### src/hw/rtl/pcxrle_pkg.sv
// Package for the PCX scanline run-length decoder.
// Holds the transfer payload types, the configuration types and the shared constants.
// Depends on nothing.
package pcxrle_pkg;

    localparam int CFG_IDX_W  = 3;
    localparam int CFG_DATA_W = 17;

    localparam logic [CFG_IDX_W-1:0] CFG_COMPRESSED     = 3'd0;
    localparam logic [CFG_IDX_W-1:0] CFG_PLANE_COUNT    = 3'd1;
    localparam logic [CFG_IDX_W-1:0] CFG_PIXEL_DEPTH    = 3'd2;
    localparam logic [CFG_IDX_W-1:0] CFG_BYTES_PER_LINE = 3'd3;
    localparam logic [CFG_IDX_W-1:0] CFG_IMAGE_WIDTH    = 3'd4;
    localparam logic [CFG_IDX_W-1:0] CFG_IMAGE_HEIGHT   = 3'd5;

    localparam logic [7:0] MARKER_MIN  = 8'hC0;
    localparam logic [5:0] RUN_MASK    = 6'h3F;
    localparam logic [5:0] LITERAL_RUN = 6'd1;

    localparam int QUEUE_DEPTH = 4;

    typedef struct packed {
        logic [7:0] stream_byte;
        logic       final_byte;
    } t_in_item;

    typedef struct packed {
        logic [31:0] pixel_group;
        logic [3:0]  pixel_count;
        logic [13:0] first_x;
        logic [15:0] line_index;
        logic        end_of_line;
        logic        end_of_image;
    } t_out_item;

    typedef struct packed {
        logic [7:0] value;
        logic [5:0] run;
    } t_cmd;

    typedef struct packed {
        logic        compressed;
        logic [2:0]  plane_count;
        logic [3:0]  pixel_depth;
        logic [11:0] bytes_per_plane_line;
        logic [14:0] image_width;
        logic [16:0] image_height;
    } t_cfg;

endpackage

### src/hw/rtl/pcxrle_queue.sv
// Short command queue between the front and back ends of the PCX decoder.
// Depends on pcxrle_pkg for the command type and the queue depth.
module pcxrle_queue
    import pcxrle_pkg::*;
(
    input  logic i_clk,
    input  logic i_rst_n,
    input  logic i_push,
    input  t_cmd i_data,
    input  logic i_pop,
    output t_cmd o_data,
    output logic o_full,
    output logic o_empty
);

    localparam int QP_W = (QUEUE_DEPTH > 1) ? $clog2(QUEUE_DEPTH) : 1;

    t_cmd          r_mem [QUEUE_DEPTH];
    logic [QP_W-1:0] r_wr_ptr;
    logic [QP_W-1:0] r_rd_ptr;
    logic [QP_W:0]   r_count;
    logic [QP_W-1:0] w_wr_next;
    logic [QP_W-1:0] w_rd_next;

    assign o_full    = (r_count == (QP_W+1)'(QUEUE_DEPTH));
    assign o_empty   = (r_count == '0);
    assign o_data    = r_mem[r_rd_ptr];
    assign w_wr_next = (r_wr_ptr == QP_W'(QUEUE_DEPTH - 1)) ? '0 : r_wr_ptr + 1'b1;
    assign w_rd_next = (r_rd_ptr == QP_W'(QUEUE_DEPTH - 1)) ? '0 : r_rd_ptr + 1'b1;

    always_ff @(posedge i_clk) begin
        if (i_push) begin
            r_mem[r_wr_ptr] <= i_data;
        end
    end

    always_ff @(posedge i_clk) begin
        if (!i_rst_n) begin
            r_wr_ptr <= '0;
            r_rd_ptr <= '0;
            r_count  <= '0;
        end else begin
            if (i_push) begin
                r_wr_ptr <= w_wr_next;
            end
            if (i_pop) begin
                r_rd_ptr <= w_rd_next;
            end
            case ({i_push, i_pop})
                2'b10: begin
                    r_count <= r_count + 1'b1;
                end
                2'b01: begin
                    r_count <= r_count - 1'b1;
                end
                default: begin
                    r_count <= r_count;
                end
            endcase
        end
    end

endmodule

### config.mk
export PLATFORM = sky130hd
export DESIGN_NAME = pcxrle_queue
export DESIGN_NICKNAME = d
export VERILOG_FILES = /design/src/hw/rtl/pcxrle_pkg.sv /design/src/hw/rtl/pcxrle_queue.sv
export SDC_FILE = /design/constraint.sdc
export NUM_CORES = 1
export LEC_CHECK = 0
export ABC_AREA = 0
export BUFFER_PORTS_ARGS = -buffer_cell sky130_fd_sc_hd__buf_2
export CORE_ASPECT_RATIO = 2
export CORE_MARGIN = 5
export CORE_UTILIZATION = 37
export CTS_CLUSTER_DIAMETER = 200
export DETAILED_ROUTE_END_ITERATION = 8
export SLEW_MARGIN = 10
export SYNTH_ARGS = -nofsm -noshare
export SYNTH_HDL_FRONTEND = slang
export SYNTH_SLANG_ARGS = --single-unit
### constraint.sdc
create_clock -name i_clk -period 1.7 [get_ports i_clk]
set_input_delay 0.17 -clock i_clk [delete_from_list [all_inputs] [get_ports i_clk]]
set_output_delay 0.17 -clock i_clk [all_outputs]
set_load 0.03 [all_outputs]
==> out/qor.csv <==
stage,metric,value,unit
cts,postCtsSetupBuffers,0,
drt,dr_total_vias,1212,
yosys,syn_area,0.00251,mm²
hold_path,worstHoldPathType,in -> reg,
cts,cts_buffers,9,
power,switching_power,0.000865,W
yosys,synth_area_leaders,"edfxtp_1 (67%), mux4_2 (9.0%), dfxtp_1 (7.2%), mux4_1 (4.2%), ha_1 (3.0%)",
power,seq_power_share,47.7,%
timing,whs,0.0683,ns
setup_path,crit_chain,buf_12 -> mux4_2 -> buf_6,
drt,drtPass1Iterations,4,
yosys,ys.flop_type,edfxtp_1,
floorplanning,initial_core_util,37.9,%
power,combPwrFrac,12.6,%
global_route,antenna_found_initial,0,
timing,min_period_over_period,99.8,%
setup_path,cp_max_fo,7,
drt,vias_per_cell,4.66,
global_route,grt_max_degree,15,
yosys,ys_ff_latch,65,
setup_path,worst-setup-path-type,reg -> out,
drt,drc,0,
setup_path,critPathMaxStageDelay,0.52,ns
global_route,grt-ovfl-total,0,
setup_path,worstPathArrival,1.53,ns
final_layout,drive_gt1_share,38.4,%
power,irDropWorstVdd,0.526,mV
yosys,yosysMostFrequentCell,edfxtp_1,
floorplanning,ios,34,
timing,finalHoldViolCount,0,
timing,max_freq,589,MHz
power,p_per_area,1220,mW/mm²
floorplanning,die_h,127,µm
drt,wl_per_cell,17.2,µm
global_route,grt_pass1_wl,6.82,mm
power,intPower,0.00300,W
hold_path,worstHoldStart,i_data[3],
yosys,synth_common_cells,"edfxtp_1 (56), mux4_2 (10), dfxtp_1 (9)",
timing,slew_headroom,52.3,%
cts,cts_tree,yes,
yosys,ys_types,24,
cts,path_clk_slew,0.05,ns
global_route,grt_pass1_vias,1326,
outcome,status,"complete, no violations",
yosys,yosysWarnings,0,
setup_path,cp_top_family,multiplexers,
placed_design,hpwlAfterDp,2.99,mm
drt,first_iter_violations,33,
run,maxCapViolCount,0,
timing,rsz0062_at_grt,true,
yosys,syn-mean-instance-area,20.9,µm²
cts,clock-sinks,65,
timing,final-max-slew-violation-count,0,
floorplanning,fp-row-count,42,
yosys,async_reset_ff_share,0,%
yosys,synth_edf_count,56,
cts,h-tree-depth,3,
cts,cts_hold_buf,0,
timing,fin_crit,1.70,ns
setup_path,r2r-start,r_count[0]$_SDFFE_PN0P_,
power,switching_share,22.4,%
drt,wirelength,4.46,mm
final_layout,syn_to_final_growth,25.8,%
setup_path,cp-end-kind,output pin,
yosys,synth_seq_area_share,74.1,%
cts,clk_latency,0.32,ns
final_layout,n_antenna_cell,0,
floorplanning,placeableCoreArea,0.00662,mm²
yosys,synthCells,120,
yosys,synth.largest_area_cell,edfxtp_1,
timing,finalClockSkew,0.00353,ns
placed_design,routabilityCongestion,0.694,
yosys,synthesis.nets,145,
timing,setup_violations,0,
yosys,synth_top_area_share,66.9,%
floorplanning,die_area,0.00864,mm²
power,leakage,1.13,nW
setup_path,crit_slowest_cell,mux4_2,
placed_design,port-buffer-count,33,
timing,tightest_slew,0.715,ns
setup_path,critPathRequiredTime,1.53,ns
setup_path,cp_num_buf_inv,2,
setup_path,cp-start-kind,flip-flop,
power,clkPwrFrac,39.7,%
final_layout,fin_nets,192,
cts,cts_root_buf,clkbuf_16,
floorplanning,die_w,68.3,µm
global_route,global_route.usage.total,11.6,%
drt,ant_nets,0,
timing,fin_setup_tns,0,ns
cts,cts_buffer_depth,2,
-- cells in the final DEF (no fill, tap or decap), types with 2 or more instances in the layout --
| cell type | n |
|---|---|
| buf_6 | 14 |
| mux2i_1 | 2 |
| clkbuf_1 | 2 |
| and2_1 | 6 |
| inv_1 | 6 |
| o21ai_0 | 2 |
| clkinv_2 | 3 |
| buf_4 | 4 |
| buf_2 | 19 |
| clkinv_1 | 2 |
| nor2b_1 | 4 |
| mux4_2 | 14 |
| ha_1 | 6 |
| nor3b_1 | 2 |
| clkbuf_16 | 9 |
| dfxtp_1 | 8 |
| edfxtp_1 | 56 |
-- repair_timing --
| item | in CTS | in global routing |
|---|---|---|
| setup endpoints to repair | 14 | 14 |
| resized for setup | 35 | 0 |
| gates cloned | 1 | 0 |
-- path summary, 6_finish.rpt --
kind | end | slack [ns] | depth (start not counted)
worst max-delay path | o_data[4] | 0.003 | 3
worst min-delay path | r_mem[3][3]$_DFFE_PP_ | 0.07 | 1
worst max register to register | r_count[2]$_SDFFE_PN0P_ | 0.07 | 5
worst min register to register | r_count[2]$_SDFFE_PN0P_ | 0.52 | 2
-- per-layer routing --
metal	track usage, %	routed length [µm]	up-vias
met1	10.8	1480	606
met2	20.6	2630	28
met4	8.09	139	0
met5	0	0	-
met3	3.19	218	11
li1	-	-	567
-- power by group through the flow --
stage	logic (W)	clock network (W)	registers (W)
global route	0.000521	0.00165	0.00185
CTS	0.000496	0.00159	0.00185
finish	0.000485	0.00154	0.00185
detailed placement	0.000420	0	0.00187
global placement	0.000400	0	0.00187
floorplan	0.000290	0	0.00186
-- state kept, by name (all words and copies together), names as in the netlist, named ones only --
register and count:
r_wr_ptr 2, r_rd_ptr 2, r_mem 56, r_count 3
-- through the flow --
stage / power [W] / std cells / setup slack [ns] / area, µm² / utilization, %
after CTS: 0.00393 / 260 / -0.0228 / 3160 / 47.7
after floorplan: 0.00215 / 120 / 0.221 / 2510 / -
after detailed placement: 0.00229 / 243 / -0.0510 / 2800 / 42.3
final: 0.00387 / 260 / 0.00318 / 3160 / 47.7
after global routing: 0.00402 / 260 / -0.0480 / 3160 / 47.7
after global placement: 0.00227 / 243 / 0.102 / 2800 / 42.3
-- area by class of cell --
cell class	instances	area (µm²)
clock buffers	11	233
clock inverters	5	22.5
fillers	583	3460
inverters	6	22.5
multi-input cells	46	577
flip-flops and latches	65	1870
well taps	88	110
repair buffers	39	330
-- logic make-up (layout without fill, tap and decap cells) --
logic type	Yosys count	count (layout)	share of synthesized area, %
buf+inv	9	61	2.34
fa+ha+maj	7	7	3.78
simple gates	16	16	3.93
flops	65	65	74.1
mux	16	16	13.9
xor+xnor	2	2	0.697
compound gates	5	5	1.20
Note: power is estimated with default switching activity, not from simulation.
