### config.mk
export PLATFORM = sky130hd
export DESIGN_NAME = pcxrle_front
export DESIGN_NICKNAME = d
export VERILOG_FILES = /design/src/hw/rtl/pcxrle_pkg.sv /design/src/hw/rtl/pcxrle_front.sv
export SDC_FILE = /design/constraint.sdc
export NUM_CORES = 1
export LEC_CHECK = 0
export BUFFER_PORTS_ARGS = -buffer_cell sky130_fd_sc_hd__buf_2
export CAP_MARGIN = 20
export CORE_MARGIN = 1.5
export CORE_UTILIZATION = 42
export DETAILED_ROUTE_END_ITERATION = 12
export PLACE_DENSITY = 0.73
export SYNTH_ARGS = -nofsm -noshare
export SYNTH_HDL_FRONTEND = slang
export SYNTH_SLANG_ARGS = --single-unit
### constraint.sdc
create_clock -name i_clk -period 1.3 [get_ports i_clk]
set_clock_uncertainty 0.1 [all_clocks]
set_input_delay 0.26 -clock i_clk [delete_from_list [all_inputs] [get_ports i_clk]]
set_output_delay 0.26 -clock i_clk [all_outputs]
set_load 0.05 [all_outputs]
### src/hw/rtl/pcxrle_pkg.sv
// Package for the PCX scanline run-length decoder.
// Holds the transfer payload types, the configuration types and the shared constants.
// Depends on nothing.
package pcxrle_pkg;

    localparam int CFG_IDX_W  = 3;
    localparam int CFG_DATA_W = 17;

    localparam logic [CFG_IDX_W-1:0] CFG_COMPRESSED     = 3'd0;
    localparam logic [CFG_IDX_W-1:0] CFG_PLANE_COUNT    = 3'd1;
    localparam logic [CFG_IDX_W-1:0] CFG_PIXEL_DEPTH    = 3'd2;
    localparam logic [CFG_IDX_W-1:0] CFG_BYTES_PER_LINE = 3'd3;
    localparam logic [CFG_IDX_W-1:0] CFG_IMAGE_WIDTH    = 3'd4;
    localparam logic [CFG_IDX_W-1:0] CFG_IMAGE_HEIGHT   = 3'd5;

    localparam logic [7:0] MARKER_MIN  = 8'hC0;
    localparam logic [5:0] RUN_MASK    = 6'h3F;
    localparam logic [5:0] LITERAL_RUN = 6'd1;

    localparam int QUEUE_DEPTH = 4;

    typedef struct packed {
        logic [7:0] stream_byte;
        logic       final_byte;
    } t_in_item;

    typedef struct packed {
        logic [31:0] pixel_group;
        logic [3:0]  pixel_count;
        logic [13:0] first_x;
        logic [15:0] line_index;
        logic        end_of_line;
        logic        end_of_image;
    } t_out_item;

    typedef struct packed {
        logic [7:0] value;
        logic [5:0] run;
    } t_cmd;

    typedef struct packed {
        logic        compressed;
        logic [2:0]  plane_count;
        logic [3:0]  pixel_depth;
        logic [11:0] bytes_per_plane_line;
        logic [14:0] image_width;
        logic [16:0] image_height;
    } t_cfg;

endpackage

### src/hw/rtl/pcxrle_front.sv
// Front end of the PCX decoder: accepts stream bytes and classifies them.
// Markers are held here; literals and runs go to the command queue as value and length.
// Depends on pcxrle_pkg.
module pcxrle_front
    import pcxrle_pkg::*;
(
    input  logic     i_clk,
    input  logic     i_rst_n,
    input  logic     i_in_valid,
    output logic     o_in_stall,
    input  t_in_item i_in_data,
    input  logic     i_compressed,
    input  logic     i_q_full,
    output logic     o_push,
    output t_cmd     o_cmd
);

    logic       r_pend;
    logic       n_pend;
    logic [5:0] r_prun;
    logic [5:0] n_prun;
    logic       w_accept;

    assign w_accept   = i_in_valid && !i_q_full;
    assign o_in_stall = i_q_full;

    always_comb begin
        n_pend      = r_pend;
        n_prun      = r_prun;
        o_push      = 1'b0;
        o_cmd.value = i_in_data.stream_byte;
        o_cmd.run   = LITERAL_RUN;
        if (w_accept) begin
            if (i_compressed) begin
                if (r_pend) begin
                    n_pend    = 1'b0;
                    n_prun    = '0;
                    o_cmd.run = r_prun;
                    o_push    = (r_prun != 6'd0);
                end else if (i_in_data.stream_byte >= MARKER_MIN && !i_in_data.final_byte) begin
                    n_pend = 1'b1;
                    n_prun = i_in_data.stream_byte[5:0] & RUN_MASK;
                end else begin
                    o_push = 1'b1;
                end
            end else begin
                n_pend = 1'b0;
                n_prun = '0;
                o_push = 1'b1;
            end
        end
    end

    always_ff @(posedge i_clk) begin
        if (!i_rst_n) begin
            r_pend <= 1'b0;
            r_prun <= '0;
        end else begin
            r_pend <= n_pend;
            r_prun <= n_prun;
        end
    end

endmodule

==> reports/summary.json, run 1 <==
{
  "critical_path": {
    "critical_path_arrival_ns": 1.24,
    "crit_path_cell_trace": "buf_6 -> nor2b_4 -> a221oi_4 -> buf_6",
    "worst_path_largest_cell_delay_ns": 0.37,
    "cpLargestDelayFamily": "flip-flops",
    "r2r.worst_path.cells": 5,
    "worstPathRequired_ns": 0.94,
    "critical_path.slowest_cell": "dfxtp_4",
    "critical_path_buf_inv_count": 2,
    "critPathLaunchType": "register",
    "path_common_cell": "buf_6",
    "cp-end-kind": "output port",
    "critical_path.startpoint": "r_pend",
    "reg2reg_from": "r_pend",
    "worst-path-max-fanout": 3,
    "crit_cells": 4,
    "worstSetupPathType": "reg -> out"
  },
  "cts": {
    "cts_hold_repair.buffers": 0,
    "cts_root_buf": "clkbuf_4",
    "clock_path_buffers": 2,
    "cts_post_setup_buffers_inserted": 0,
    "htree_num_levels": 1,
    "latest_clock_arrival_within_the_worst_skew_pair_ns": 0.25,
    "clkSlewWorstSetupHoldPaths_ns": 0.05,
    "cts_made_buffers": 3,
    "cts_tree": "built",
    "clkSinkCount": 7
  },
  "timing": {
    "timing.hold.ws_ns": 0.170,
    "drv_slew": 0,
    "grt_setup_unrepaired": "true",
    "hold_violations": 0,
    "fin_ws_ns": -0.301,
    "fmax_mhz": 625,
    "fin_crit_ns": 1.60,
    "timing.final.setup_violations": 7,
    "tightest_pin_transition_ns": 0.295,
    "slew_headroom": 0.802,
    "timing.final.crit_share": 1.23
  },
  "synth": {
    "synthesis.nets": 77,
    "synth_area_leader_cell": "dfxtp_1",
    "postSynth.topFlopCell": "dfxtp_1",
    "synth-edff-count": 0,
    "synth_most_common_cell": "buf_4",
    "synth_commonest_cells": "buf_4 (10), a21boi_1 (7), and3b_2 (7), dfxtp_1 (7)",
    "synthDominantCellAreaShare": 0.249,
    "synth_area_per_cell_um2": 8.94,
    "synth.top_cells.by_area": "dfxtp_1 (25%), buf_4 (13%), and3b_2 (12%)",
    "synth_cell_types": 21,
    "syn_area_um2": 563,
    "asyncSetResetFlopFracSynth": 0,
    "ys_seq_elements": 7,
    "seq_area_frac_synth": 0.249,
    "netlist_instances": 63,
    "yosysWarningCount": 0
  },
  "die": {
    "dieWidth_um": 39.6,
    "top_level_ports": 30,
    "initial_utilization": 0.444,
    "design.die.area_um2": 1570,
    "fp.dieH_um": 39.6,
    "core_area_um2": 1270,
    "rows": 13
  },
  "finish": {
    "nets": 112,
    "layout_cell_share_with_drive_strength_beyond_1": 0.701,
    "fill_cells": 95,
    "syn_to_final_growth_pct": 60.2,
    "design_area_um2": 902,
    "antenna_cells": 0
  },
  "placed_design": {
    "dpl.hpwl_um": 1230,
    "place.port_buffers": 29,
    "placement.cell_area_um2": 762,
    "gp_routability_congestion": 0.821
  },
  "power_and_ir_drop": {
    "power-per-cell-area_nw_per_um2": 655,
    "power.static_leakage_nw": 0.427,
    "total_power_uw": 591,
    "vdd_drop_max_mv": 0.500
  },
  "grt": {
    "first_global_vias": 532,
    "grt_pass1_wl_um": 2530,
    "antenna_found_initial": 0,
    "global_route.overflow_total": 0,
    "largest_net_degree_at_the_start_of_global_routing": 8,
    "grt_use_total": 0.258
  },
  "routing": {
    "total_length_of_routed_met2_wires_um": 896,
    "wire_per_inst_um": 15.1,
    "met3RoutedLength_um": 104,
    "viasPerCell": 5.63,
    "routed_wire_length_um": 1690,
    "wl_met1_um": 635,
    "drt_pass1_iterations": 4,
    "top_signal_layer_used": "met4",
    "detail_route.iter0.violations": 19,
    "route.antenna.remaining_nets": 0,
    "post-route-drc-count": 0,
    "num_vias": 630
  },
  "min_path": {
    "timing.hold.worst.start": "i_in_data[2]",
    "worst_min_delay_path_class": "in -> reg",
    "hold-path-cell-count": 3
  },
  "outcome": {
    "run_status": "finished, violations left",
    "violated_checks": "negative setup slack"
  },
  "flow_run": {
    "max_cap_viol_count": 0
  }
}
[tightest hold or removal path: cells and delay by family]
family	cells	cell delay, ns
buf+inv	1	0.10
simple gates	1	0.06
compound gates	1	0.05
[path summary, 6_finish.rpt]
check	end	slack, ns
max	o_push	-0.30
min	r_prun[1]	0.17
max reg2reg	r_prun[0]	0.09
min reg2reg	r_prun[0]	0.54
[cell usage in the layout (no fill, tap or decap), drive strengths merged]
cell	synthesis	routed
nand2b	1	1
a22oi	6	6
clkbuf	2	4
or3	1	1
a21boi	7	7
and2b	1	1
nand3b	1	1
nor3	1	1
nor2b	1	1
and2	5	5
dfxtp	7	7
nand2	2	2
nor4	1	1
nor2	1	1
nand4	6	6
and3b	7	7
a221oi	1	1
buf	11	43
nand3	1	1
[registers in the layout (all words and copies together) (netlist names)]
name,cells
r_pend,1
r_prun,6
[per-layer routing]
metal	vias up	global-route usage
met2	30	0.434
li1	293	-
met5	-	0
met4	0	0.103
met1	301	0.296
met3	6	0.0795
[cell type report]
cell class,count,area (µm²),share of cell area
Timing Repair Buffer,43,320,0.355
Sequential cell,7,145,0.161
Clock buffer,4,26.3,0.0291
Tap cell,15,18.8,0.0208
Multi-Input combinational cell,43,392,0.434
[repair_timing]
| item | 4_1_cts | 5_1_grt |
|---|---|---|
| pin swaps | 5 | 5 |
| endpoints found under the setup margin | 7 | 12 |
| resized for setup | 26 | 5 |
[cells by family (layout without fill, tap and decap cells)]
logic type	Yosys count	count (layout)	share of synthesized area
AOI/OAI and AO/OA	14	14	0.200
buffers and inverters	13	47	0.191
DFF	7	7	0.249
and+or+nand+nor	29	29	0.360
[power by group]
part	total (mW)	internal, mW	switching [mW]
Combinational	0.172	0.0608	0.111
Sequential	0.218	0.215	0.00287
Clock	0.201	0.117	0.0835
[per-stage QoR]
| stage | worst slack, ns | TNS [ns] | utilization | instances |
|---|---|---|---|---|
| 2_1_floorplan | -0.210 | -0.276 | - | 63 |
| 3_3_place_gp | -0.311 | -2.26 | 0.601 | 108 |
| 3_5_place_dp | -0.331 | -2.63 | 0.601 | 108 |
| 4_1_cts | -0.309 | -2.05 | 0.697 | 112 |
| 5_1_grt | -0.343 | -2.24 | 0.711 | 112 |
| 6_report | -0.301 | -1.97 | 0.711 | 112 |
(Power assumes the default switching activity.)
==> inputs of run 2 (changes only) <==
--- a/config.mk
+++ b/config.mk
@@ -11,6 +11,7 @@
 export CORE_UTILIZATION = 42
 export DETAILED_ROUTE_END_ITERATION = 12
 export PLACE_DENSITY = 0.73
+export REMOVE_ABC_BUFFERS = 1
 export SYNTH_ARGS = -nofsm -noshare
 export SYNTH_HDL_FRONTEND = slang
 export SYNTH_SLANG_ARGS = --single-unit
==> reports/summary.json, run 2 (synthesis results as in run 1) <==
{
  "outcome": {
    "run_status": "finished, violations left",
    "violated_checks": "negative setup slack"
  },
  "cts": {
    "clkSinkCount": 7,
    "latest_clock_arrival_within_the_worst_skew_pair_ns": 0.25,
    "clock_path_buffers": 2,
    "htree_num_levels": 1,
    "cts_tree": "built",
    "cts_hold_repair.buffers": 0,
    "cts_post_setup_buffers_inserted": 0,
    "clkSlewWorstSetupHoldPaths_ns": 0.05,
    "cts_made_buffers": 3,
    "cts_root_buf": "clkbuf_4"
  },
  "timing": {
    "fin_crit_ns": 1.55,
    "timing.hold.ws_ns": 0.166,
    "grt_setup_unrepaired": "true",
    "tightest_pin_transition_ns": 0.280,
    "timing.final.crit_share": 1.19,
    "drv_slew": 0,
    "setup-tns-final_ns": -1.41,
    "hold_violations": 0,
    "slew_headroom": 0.813,
    "fmax_mhz": 644,
    "fin_ws_ns": -0.252,
    "timing.final.setup_violations": 7
  },
  "grt": {
    "global_route.overflow_total": 0,
    "first_global_vias": 491,
    "grt_pass1_wl_um": 2140,
    "largest_net_degree_at_the_start_of_global_routing": 8,
    "antenna_found_initial": 0,
    "grt_use_total": 0.209
  },
  "min_path": {
    "timing.hold.worst.start": "i_in_data[3]",
    "hold-path-cell-count": 3,
    "worst_min_delay_path_class": "in -> reg"
  },
  "finish": {
    "final_cell_mix": "buf_2 (22), buf_4 (9), and3b_2 (7), a21boi_1 (7), buf_6 (7)",
    "syn_to_final_growth_pct": 41.6,
    "antenna_cells": 0,
    "nets": 107,
    "layout_cell_share_with_drive_strength_beyond_1": 0.630,
    "layout_commonest_cell": "buf_2",
    "design_area_um2": 797,
    "largest_reg_flops": 6,
    "fill_cells": 124,
    "ff_latch_area_um2": 145,
    "final_core_util": 0.628,
    "multi_input_area_um2": 350,
    "instances_no_fill": 107,
    "top_register": "r_prun",
    "reg_top3": "r_prun (6), r_pend (1)"
  },
  "routing": {
    "wire_per_inst_um": 13.7,
    "route.antenna.remaining_nets": 0,
    "num_vias": 584,
    "detail_route.iter0.violations": 20,
    "drt_pass1_iterations": 4,
    "viasPerCell": 5.46,
    "routed_wire_length_um": 1470,
    "post-route-drc-count": 0
  },
  "power_and_ir_drop": {
    "vdd_drop_max_mv": 0.583,
    "power.static_leakage_nw": 0.376,
    "power-per-cell-area_nw_per_um2": 726
  },
  "placed_design": {
    "placed_cells_incl_taps": 103,
    "gp_routability_congestion": 0.840,
    "place.port_buffers": 29,
    "dpl.hpwl_um": 1090,
    "placement.cell_area_um2": 687
  },
  "critical_path": {
    "cp-end-kind": "output port",
    "worstPathRequired_ns": 0.94,
    "critPathLaunchType": "register",
    "critical_path.startpoint": "r_pend",
    "critical_path_arrival_ns": 1.19,
    "worstSetupPathType": "reg -> out",
    "reg2reg_from": "r_pend",
    "r2r.worst_path.cells": 4,
    "worst-path-max-fanout": 3
  },
  "die": {
    "rows": 13,
    "top_level_ports": 30,
    "dieWidth_um": 39.6,
    "design.die.area_um2": 1570,
    "fp.dieH_um": 39.6,
    "initial_utilization": 0.444,
    "core_area_um2": 1270
  },
  "flow_run": {
    "max_cap_viol_count": 0
  }
}
-- run 2: layout make-up --
class                           instances  area share
Tap cell                               15      0.0235
Sequential cell                         7       0.182
Clock buffer                            4      0.0330
Multi-Input combinational cell         43       0.440
Timing Repair Buffer                   38       0.322
-- run 2: power breakdown --
| part | switching, mW | internal (mW) |
|---|---|---|
| logic | 0.105 | 0.0528 |
| clock network | 0.0831 | 0.117 |
| registers | 0.00291 | 0.217 |
-- run 2: critical path: stages, from the launching register on --
cell and delay (ns):
dfxtp_2 0.35, nand2_4 0.08, nor3_2 0.05, a221oi_2 0.27
buf_6 0.20
-- run 2: path summary, 6_finish.rpt --
path | end | slack, ns
setup / recovery | o_push | -0.25
hold / removal | r_prun[2] | 0.17
setup reg to reg | r_prun[3] | 0.11
hold reg to reg | r_prun[2] | 0.49
-- run 2: metal layers --
metal | global-route usage | vias up | wire [µm] | share of wire
met2 | 0.369 | 31 | 760 | 0.52
met1 | 0.247 | 270 | 600 | 0.41
li1 | - | 281 | - | -
met4 | 0.0259 | 0 | 13 | 0.0088
met5 | 0 | - | 0 | 0
met3 | 0.0682 | 2 | 95 | 0.065
-- run 2: what timing repair did --
action	CTS	global route
resized for setup	20	5
hold endpoints to repair	0	0
endpoints found under the setup margin	7	7
pin swaps	1	1
-- run 2: stage by stage --
step | setup slack (ns) | power [mW]
3_5_place_dp | -0.285 | 0.375
5_1_grt | -0.299 | 0.607
3_3_place_gp | -0.230 | 0.373
4_1_cts | -0.247 | 0.582
6_report | -0.252 | 0.579
2_1_floorplan | -0.369 | 0.258
